$ cat config.mk
export PLATFORM = sky130hd
export DESIGN_NAME = newton_cube_root_unit
export DESIGN_NICKNAME = d
export VERILOG_FILES = /design/src/design/cbrt_pkg.sv /design/src/design/cbrt_div.sv /design/src/design/cbrt_ctrl.sv /design/src/design/newton_cube_root_unit.sv
export SDC_FILE = /design/constraint.sdc
export NUM_CORES = 2
export LEC_CHECK = 0
export BUFFER_PORTS_ARGS = -buffer_cell sky130_fd_sc_hd__clkbuf_2
export CAP_MARGIN = 20
export CORE_MARGIN = 2
export CORE_UTILIZATION = 55
export CTS_BUF_LIST = sky130_fd_sc_hd__clkbuf_4 sky130_fd_sc_hd__clkbuf_8 sky130_fd_sc_hd__clkbuf_16
export CTS_CLUSTER_SIZE = 14
export DETAILED_ROUTE_END_ITERATION = 7
export PLACE_DENSITY_LB_ADDON = 0.3
export SETUP_SLACK_MARGIN = 0.1
export SKIP_LAST_GASP = 1
export SLEW_MARGIN = 20
export SYNTH_ARGS = -nofsm -noshare
export SYNTH_HDL_FRONTEND = slang
export SYNTH_HIERARCHICAL = 1
export SYNTH_SLANG_ARGS = --single-unit
export TNS_END_PERCENT = 1
$ cat constraint.sdc
create_clock -name clk -period 14.9 [get_ports clk]
set_clock_uncertainty 0.2 [all_clocks]
set_input_delay 1.49 -clock clk [delete_from_list [all_inputs] [get_ports clk]]
set_output_delay 1.49 -clock clk [all_outputs]
set_load 0.01 [all_outputs]
$ cat src/design/cbrt_pkg.sv
// ----------------------------------------------------------------------------
// cbrt_pkg: shared definitions for the Newton cube root unit
// Fixed-point format, derived widths, register indexes, sequencer states and
// the structs that travel between the sequencer, the divider and the top level.
// ----------------------------------------------------------------------------
package cbrt_pkg;

  localparam int DATA_WIDTH = 32;
  localparam int FRAC_BITS  = 16;

  // The numerator a * 2^(2*FRAC_BITS) sets the divider's dividend width.
  localparam int NUM_W = DATA_WIDTH + 2 * FRAC_BITS;
  localparam int CNT_W = $clog2(NUM_W);

  localparam int TOL_W   = 16;
  localparam int ITER_W  = 8;
  localparam int PDATA_W = 32;
  localparam int PADDR_W = 3;

  localparam logic [ITER_W-1:0] ITER_RESET = ITER_W'(64);
  localparam logic [TOL_W-1:0]  TOL_RESET  = TOL_W'(1);

  typedef enum logic {
    REG_TOLERANCE  = 1'b0,
    REG_ITER_LIMIT = 1'b1
  } reg_index_t;

  typedef enum logic [2:0] {
    S_IDLE,
    S_SEED_MUL,
    S_SEED,
    S_DIV1,
    S_DIV2,
    S_STEP_MUL,
    S_STEP,
    S_FINISH
  } state_t;

  typedef struct packed {
    logic [TOL_W-1:0]  tolerance;
    logic [ITER_W-1:0] iteration_limit;
  } cfg_t;

  typedef struct packed {
    logic                  start;
    logic [NUM_W-1:0]      dividend;
    logic [DATA_WIDTH-1:0] divisor;
  } div_req_t;

  typedef struct packed {
    logic [DATA_WIDTH-1:0] root;
    logic [ITER_W-1:0]     iterations_used;
    logic                  converged;
  } res_t;

endpackage

$ cat src/design/cbrt_div.sv
// ----------------------------------------------------------------------------
// cbrt_div: shared restoring divider
// Divides an NUM_W-bit dividend by a DATA_WIDTH-bit divisor, one quotient bit
// per cycle. done pulses for one cycle when the quotient is final.
// ----------------------------------------------------------------------------
module cbrt_div
  import cbrt_pkg::*;
(
  input  logic                 clk,
  input  logic                 rst,
  input  div_req_t             req,
  output logic                 done,
  output logic [NUM_W-1:0]     quotient
);

  logic                  busy;
  logic [CNT_W-1:0]      cnt;
  logic [DATA_WIDTH-1:0] rem;
  logic [DATA_WIDTH-1:0] dvs;
  logic [NUM_W-1:0]      quo;

  logic [DATA_WIDTH:0]   shifted;
  logic [DATA_WIDTH:0]   diff;
  logic                  fits;

  assign shifted = {rem, quo[NUM_W-1]};
  assign diff    = shifted - {1'b0, dvs};
  assign fits    = shifted >= {1'b0, dvs};

  always_ff @(posedge clk) begin
    if (rst) begin
      busy <= 1'b0;
      done <= 1'b0;
    end else begin
      done <= 1'b0;
      if (req.start) begin
        busy <= 1'b1;
      end else if (busy && cnt == '0) begin
        busy <= 1'b0;
        done <= 1'b1;
      end
    end
  end

  always_ff @(posedge clk) begin
    if (req.start) begin
      rem <= '0;
      quo <= req.dividend;
      dvs <= req.divisor;
      cnt <= CNT_W'(NUM_W - 1);
    end else if (busy) begin
      rem <= fits ? diff[DATA_WIDTH-1:0] : shifted[DATA_WIDTH-1:0];
      quo <= {quo[NUM_W-2:0], fits};
      cnt <= cnt - CNT_W'(1);
    end
  end

  assign quotient = quo;

  a_no_start_busy: assert property (@(posedge clk) disable iff (rst)
    req.start |-> !busy)
    else $error("divider started while busy");

endmodule

$ cat src/design/cbrt_ctrl.sv
// ----------------------------------------------------------------------------
// cbrt_ctrl: Newton iteration sequencer
// Holds the radicand and the current estimate, steps the shared divider
// through the two divisions by the estimate in each Newton step, and divides
// by three with a registered reciprocal multiplication.
// ----------------------------------------------------------------------------
module cbrt_ctrl
  import cbrt_pkg::*;
(
  input  logic                  clk,
  input  logic                  rst,
  input  cfg_t                  cfg,
  input  logic                  in_valid,
  output logic                  in_ready,
  input  logic [DATA_WIDTH-1:0] radicand,
  output logic                  res_valid,
  input  logic                  res_ready,
  output res_t                  res,
  output div_req_t              div_req,
  input  logic                  div_done,
  input  logic [NUM_W-1:0]      div_quo
);

  // floor(l/3) = (l * RECIP3) >> (DATA_WIDTH+1) for every DATA_WIDTH-bit l.
  // A wider dividend is split as h*2^DATA_WIDTH + l, where
  // 2^DATA_WIDTH = 3*WRAP_THIRD + WRAP_REM.
  localparam int PROD_W = 2 * DATA_WIDTH;
  localparam logic [DATA_WIDTH-1:0] RECIP3 =
    DATA_WIDTH'(((64'd1 << (DATA_WIDTH + 1)) + 64'd2) / 64'd3);
  localparam logic [DATA_WIDTH-1:0] WRAP_THIRD = DATA_WIDTH'((64'd1 << DATA_WIDTH) / 64'd3);
  localparam logic [2:0]            WRAP_REM   = 3'((64'd1 << DATA_WIDTH) % 64'd3);

  state_t                state, state_next;
  logic [DATA_WIDTH-1:0] a, a_next;
  logic [DATA_WIDTH-1:0] x, x_next;
  logic [ITER_W-1:0]     iters, iters_next;
  logic                  conv, conv_next;
  logic [DATA_WIDTH-1:0] third_l, third_l_next;
  logic [1:0]            third_h, third_h_next;
  logic [PROD_W-1:0]     third_prod;

  logic [DATA_WIDTH-2:0] third_lo_q;
  logic [1:0]            third_lo_r;
  logic [2:0]            third_carry_sum;
  logic [DATA_WIDTH-1:0] third_hi;
  logic [DATA_WIDTH-1:0] third_carry;
  logic [DATA_WIDTH-1:0] third_q;

  logic [DATA_WIDTH-1:0] init_x;
  logic [NUM_W-1:0]      numer;
  logic [DATA_WIDTH-1:0] quo_sat;
  logic [DATA_WIDTH+1:0] sum3;
  logic [DATA_WIDTH-1:0] nx;
  logic [DATA_WIDTH-1:0] step;
  logic                  tol_ok;
  logic [ITER_W-1:0]     iters_inc;

  // An estimate of zero is used as one when it is a divisor.
  function automatic logic [DATA_WIDTH-1:0] nonzero(input logic [DATA_WIDTH-1:0] v);
    return (v == '0) ? DATA_WIDTH'(1) : v;
  endfunction

  // Quotient of the low word, its remainder (only the low two bits matter,
  // since it is at most two), and the carry that the high part adds.
  assign third_lo_q      = third_prod[PROD_W-1:DATA_WIDTH+1];
  assign third_lo_r      = third_l[1:0] - (third_lo_q[1:0] * 2'd3);
  assign third_carry_sum = ({1'b0, third_h} * WRAP_REM) + {1'b0, third_lo_r};
  assign third_hi        = (third_h == 2'd2) ? {WRAP_THIRD[DATA_WIDTH-2:0], 1'b0} :
                           (third_h == 2'd1) ? WRAP_THIRD : '0;
  assign third_carry     = (third_carry_sum >= 3'd6) ? DATA_WIDTH'(2) :
                           (third_carry_sum >= 3'd3) ? DATA_WIDTH'(1) : '0;
  assign third_q         = {1'b0, third_lo_q} + third_hi + third_carry;

  assign init_x    = nonzero(third_q);
  assign numer     = {a, {(2 * FRAC_BITS){1'b0}}};
  assign quo_sat   = (div_quo[NUM_W-1:DATA_WIDTH] != '0) ? '1 : div_quo[DATA_WIDTH-1:0];
  assign sum3      = {1'b0, x, 1'b0} + {2'b00, quo_sat};
  assign nx        = third_q;
  assign step      = (nx >= x) ? (nx - x) : (x - nx);
  assign tol_ok    = step <= DATA_WIDTH'(cfg.tolerance);
  assign iters_inc = iters + ITER_W'(1);

  always_ff @(posedge clk) begin
    if (rst) begin
      state <= S_IDLE;
    end else begin
      state <= state_next;
    end
  end

  always_ff @(posedge clk) begin
    a       <= a_next;
    x       <= x_next;
    iters   <= iters_next;
    conv    <= conv_next;
    third_l <= third_l_next;
    third_h <= third_h_next;
  end

  // The product is registered every cycle and read in the cycle after third_l
  // is loaded. Both operands are DATA_WIDTH bits wide.
  always_ff @(posedge clk) begin
    third_prod <= PROD_W'(third_l) * PROD_W'(RECIP3);
  end

  always_comb begin
    state_next       = state;
    a_next           = a;
    x_next           = x;
    iters_next       = iters;
    conv_next        = conv;
    third_l_next     = third_l;
    third_h_next     = third_h;
    in_ready         = 1'b0;
    res_valid        = 1'b0;
    div_req.start    = 1'b0;
    div_req.dividend = numer;
    div_req.divisor  = nonzero(x);
    unique case (state)
      S_IDLE: begin
        in_ready = 1'b1;
        if (in_valid) begin
          a_next = radicand;
          if (radicand == '0) begin
            x_next     = '0;
            iters_next = '0;
            conv_next  = 1'b1;
            state_next = S_FINISH;
          end else begin
            third_l_next = radicand;
            third_h_next = 2'b00;
            state_next   = S_SEED_MUL;
          end
        end
      end
      S_SEED_MUL: begin
        state_next = S_SEED;
      end
      S_SEED: begin
        x_next     = init_x;
        iters_next = '0;
        conv_next  = 1'b0;
        if (cfg.iteration_limit == '0) begin
          state_next = S_FINISH;
        end else begin
          div_req.start   = 1'b1;
          div_req.divisor = init_x;
          state_next      = S_DIV1;
        end
      end
      S_DIV1: begin
        if (div_done) begin
          div_req.start    = 1'b1;
          div_req.dividend = div_quo;
          state_next       = S_DIV2;
        end
      end
      S_DIV2: begin
        if (div_done) begin
          third_l_next = sum3[DATA_WIDTH-1:0];
          third_h_next = sum3[DATA_WIDTH+1:DATA_WIDTH];
          state_next   = S_STEP_MUL;
        end
      end
      S_STEP_MUL: begin
        state_next = S_STEP;
      end
      S_STEP: begin
        x_next     = nx;
        iters_next = iters_inc;
        if (tol_ok) begin
          conv_next  = 1'b1;
          state_next = S_FINISH;
        end else if (iters_inc == cfg.iteration_limit) begin
          state_next = S_FINISH;
        end else begin
          div_req.start   = 1'b1;
          div_req.divisor = nonzero(nx);
          state_next      = S_DIV1;
        end
      end
      S_FINISH: begin
        res_valid = 1'b1;
        if (res_ready) begin
          state_next = S_IDLE;
        end
      end
    endcase
  end

  assign res.root            = x;
  assign res.iterations_used = iters;
  assign res.converged       = conv;

  a_res_hold: assert property (@(posedge clk) disable iff (rst)
    res_valid && !res_ready |=> res_valid && $stable(res))
    else $error("result changed while waiting");

  a_done_when_waiting: assert property (@(posedge clk) disable iff (rst)
    div_done |-> (state == S_DIV1 || state == S_DIV2))
    else $error("divider finished outside a wait state");

  a_iter_bound: assert property (@(posedge clk) disable iff (rst)
    state == S_DIV1 |-> iters < cfg.iteration_limit)
    else $error("iteration started past the limit");

  a_limit_flag: assert property (@(posedge clk) disable iff (rst)
    res_valid && !res.converged |-> res.iterations_used == cfg.iteration_limit)
    else $error("unconverged result below the iteration limit");

endmodule

$ cat src/design/newton_cube_root_unit.sv
// ----------------------------------------------------------------------------
// newton_cube_root_unit: Newton-Raphson cube root of an unsigned fixed-point value
// Configuration registers, the output register, the iteration sequencer and
// the shared divider.
// ----------------------------------------------------------------------------
// The unit takes one unsigned Q16.16 radicand per input beat and returns one
// output beat holding the Q16.16 cube root, the number of Newton iterations
// performed and a converged flag. The estimate starts at radicand/3 (at least
// one LSB) and each step computes x' = (2x + a*2^32/x^2) / 3 with truncating
// integer arithmetic, the quotient saturating at all ones. Iteration stops
// once two successive estimates differ by no more than the tolerance register
// (converged set) or when the iteration limit register is reached (converged
// clear). A zero radicand returns zero with no iterations and converged set.
// The two divisions by the estimate in every Newton step go through a single
// restoring divider that produces one quotient bit per cycle. The divisions by
// three, for the seed and at the end of every step, use a registered
// reciprocal multiplication. The unit accepts one item at a time; a finished
// result sits in an output register, so the next input beat is taken while it
// waits. Registers sit on the APB port at byte address 0 (tolerance, 16 bits,
// reset 1) and 4 (iteration limit, 8 bits, reset 64) and should be written
// only while the unit is idle.
// ----------------------------------------------------------------------------
module newton_cube_root_unit
  import cbrt_pkg::*;
(
  input  logic                  clk,
  input  logic                  rst,
  input  logic                  psel,
  input  logic                  penable,
  input  logic                  pwrite,
  input  logic [PADDR_W-1:0]    paddr,
  input  logic [PDATA_W-1:0]    pwdata,
  output logic [PDATA_W-1:0]    prdata,
  output logic                  pready,
  input  logic                  in_valid,
  output logic                  in_ready,
  input  logic [DATA_WIDTH-1:0] radicand,
  output logic                  out_valid,
  input  logic                  out_ready,
  output logic [DATA_WIDTH-1:0] root,
  output logic [ITER_W-1:0]     iterations_used,
  output logic                  converged
);

  cfg_t       cfg;
  reg_index_t reg_sel;
  logic       cfg_write;

  logic       res_valid;
  logic       res_ready;
  res_t       res;
  res_t       out_res;

  div_req_t          div_req;
  logic              div_done;
  logic [NUM_W-1:0]  div_quo;

  // Registers are one word apart, so address bit 2 picks the register.
  assign reg_sel   = reg_index_t'(paddr[2]);
  assign cfg_write = psel && penable && pwrite && pready;
  assign pready    = 1'b1;

  always_ff @(posedge clk) begin
    if (rst) begin
      cfg.tolerance       <= TOL_RESET;
      cfg.iteration_limit <= ITER_RESET;
    end else if (cfg_write) begin
      unique case (reg_sel)
        REG_TOLERANCE:  cfg.tolerance       <= pwdata[TOL_W-1:0];
        REG_ITER_LIMIT: cfg.iteration_limit <= pwdata[ITER_W-1:0];
      endcase
    end
  end

  always_comb begin
    unique case (reg_sel)
      REG_TOLERANCE:  prdata = PDATA_W'(cfg.tolerance);
      REG_ITER_LIMIT: prdata = PDATA_W'(cfg.iteration_limit);
    endcase
  end

  // The output register takes a finished result whenever it is empty or its
  // current beat leaves in the same cycle, so the sequencer is freed at once.
  assign res_ready = !out_valid || out_ready;

  always_ff @(posedge clk) begin
    if (rst) begin
      out_valid <= 1'b0;
    end else if (res_ready) begin
      out_valid <= res_valid;
    end
  end

  always_ff @(posedge clk) begin
    if (res_valid && res_ready) begin
      out_res <= res;
    end
  end

  assign root            = out_res.root;
  assign iterations_used = out_res.iterations_used;
  assign converged       = out_res.converged;

  cbrt_ctrl u_ctrl (
    .clk       (clk),
    .rst       (rst),
    .cfg       (cfg),
    .in_valid  (in_valid),
    .in_ready  (in_ready),
    .radicand  (radicand),
    .res_valid (res_valid),
    .res_ready (res_ready),
    .res       (res),
    .div_req   (div_req),
    .div_done  (div_done),
    .div_quo   (div_quo)
  );

  cbrt_div u_div (
    .clk      (clk),
    .rst      (rst),
    .req      (div_req),
    .done     (div_done),
    .quotient (div_quo)
  );

endmodule
==> reports/metrics.cfg <==
[logic_synthesis]
syn_area_mm2=0.0391
synth_area_leaders=fa_1, edfxtp_1, ha_1
syn_inst=4004
synthArstFlopShare=0
ys_seq_area_frac=0.238
syn_area_per_cell_um2=9.77
synth_edf_count=244
ys_seq_elements=343
yosysWarningCount=6
synth_area_leader_cell=fa_1
ys_types=85
yosysMostFrequentCell=inv_1
synth_top_area_share=0.203
netlist_top_cells_count=inv_1, ha_1, fa_1
synth_flop_cell=edfxtp_1

[detailed_routing]
dr.pass1.iters=6
wire_per_inst_um=22.0
vias=29300
ant_nets=0
routed_wl_mm=111
drc=0
drt_iter0_markers=2726
routed_via_density=5.81

[clocking]
cts.clk_slew.worst_paths_ns=0.06
post_cts_resized=0
cts_tree=yes
insertion_delay_ns=0.59
cts_sinks=343
clockRootBuffer=clkbuf_16
h-tree-depth=2
clock_path_buffers=3
cts_buffers=38
post_cts_buffers=0
cts_hold_buf=0

[floorplanning]
die-area_mm2=0.0733
rows=97
die_y_um=271
die_w_um=271
core_area_mm2=0.0703
io_pins=150
start_util=0.557

[run_status]
status=completed

[sta]
final-setup-viol-count=0
rsz0062_at_grt=no
timing.fmax_mhz=80.1
setup_ws_ns=2.42
fin_tns_setup_ns=0
period_needed_ns=12.48
hold_viol_final=0
report.final.slew_viol_count=0
post-route-period-util=0.838
tightest_slew_ns=1.22
relSlewSlack=0.181

[placed_design]
gp_congestion=1.02
dpl_cell_area_mm2=0.0405
dp_hpwl_mm=91.2
dp_worst_setup_slack_ns=2.48
io_buffers=114

[critical_path]
slowest_stage=nor2_1
cp_top_family=compound AO/OA/AOI/OAI gates
endpoint=u_div/rem[26]
cp-start-kind=flop
r2r.worst_path.cells=42
worstSetupStartpoint=u_ctrl/third_l[0]
crit-reg2reg-launch=u_ctrl/third_l[0]
path_max_fanout=63
criticalPathCategory=flop to flop
crit_buf_inv=2
cp_slowest_stage_delay_ns=0.83
cp-end-kind=flop
r2r-end=u_div/rem[26]
path_common_cell=a21oi_1
cp.depth=42
required_ns=15.18
worstPathArrival_ns=12.76
r2r_slack_ns=2.42

[global_routing]
antenna_found_initial=3
first_global_vias=29300
grt_overflow_total=0
track_usage=0.303
grt_max_degree=66
grt_pass1_wl_mm=170

[hold_path]
hp-class=flop to flop

[finish]
area.growth.synth_to_final_pct=7.01
register_area_mm2=0.00931
fill_cells=6015
multiInputGateArea_mm2=0.0266
n_antenna_cell=0
design_area_mm2=0.0419
drive_gt1_frac=0.0755
fin_nets=5094
final_util=0.596

[job]
drv_cap=0

==> final cells by class <==
type	instances	area share
multi-input combinational	2826	0.635
timing repair buffer	132	0.0170
tap	940	0.0281
clock inverter	17	0.00544
clock buffer	53	0.0261
inverter	736	0.0660
sequential	343	0.222
==> cells by family after synthesis <==
kind of cell    Yosys count  synth area share
simple gates            881             0.111
buf+inv                 850            0.0851
mux                     154            0.0426
fa+ha+maj               943             0.378
other cells               2          0.000192
xor+xnor                164            0.0367
compound gates          667             0.109
flops                   343             0.238
==> sequential cells by signal, summed over array words and instances (netlist names), 3 cells and up <==
register           flops
u_div/quotient        64
root                  32
u_ctrl/a              32
u_ctrl/third_l        32
u_ctrl/x              32
u_div/dvs             32
u_div/rem             32
u_ctrl/third_prod     31
cfg                   24
iterations_used        8
u_ctrl/iters           8
u_div/cnt              6
u_ctrl/state           3
==> how the worst min path moves through the flow <==
stage,from,to,slack [ns],cells after the start
finish,u_ctrl/conv,converged,0.23,0
global placement,u_ctrl/conv,converged,0.20,0
detailed placement,u_ctrl/conv,converged,0.22,0
floorplan,u_div/cnt[0],u_div/cnt[0],0.24,2
CTS,u_ctrl/conv,converged,0.23,0
global route,u_ctrl/conv,converged,0.25,0
==> cells in the final DEF (no fill, tap or decap), types with 99 or more instances in the layout <==
master,count
o21ai_0,139
clkbuf_2,114
a21oi_1,213
fa_1,397
nand2_1,297
dfxtp_1,99
ha_1,546
inv_1,734
nor2_1,166
edfxtp_1,244
==> layer usage <==
metal | vias to the layer above | share of wire | global-route usage
li1 | 13700 | - | -
met1 | 14200 | 0.42 | 0.412
met2 | 1213 | 0.45 | 0.477
met3 | 202 | 0.093 | 0.0677
met4 | 6 | 0.039 | 0.109
met5 | - | 0.00059 | 0
==> stage by stage <==
| step | instances | hold slack (ns) |
|---|---|---|
| 6_report | 5047 | 0.226 |
| 4_1_cts | 5045 | 0.226 |
| 5_1_grt | 5047 | 0.251 |
| 3_3_place_gp | 4975 | 0.205 |
| 2_1_floorplan | 4019 | 0.244 |
| 3_5_place_dp | 4975 | 0.223 |
Power is left out: the tool's default activity adds up to more than one toggle a clock period on the data nets, which glitch-free logic cannot reach.
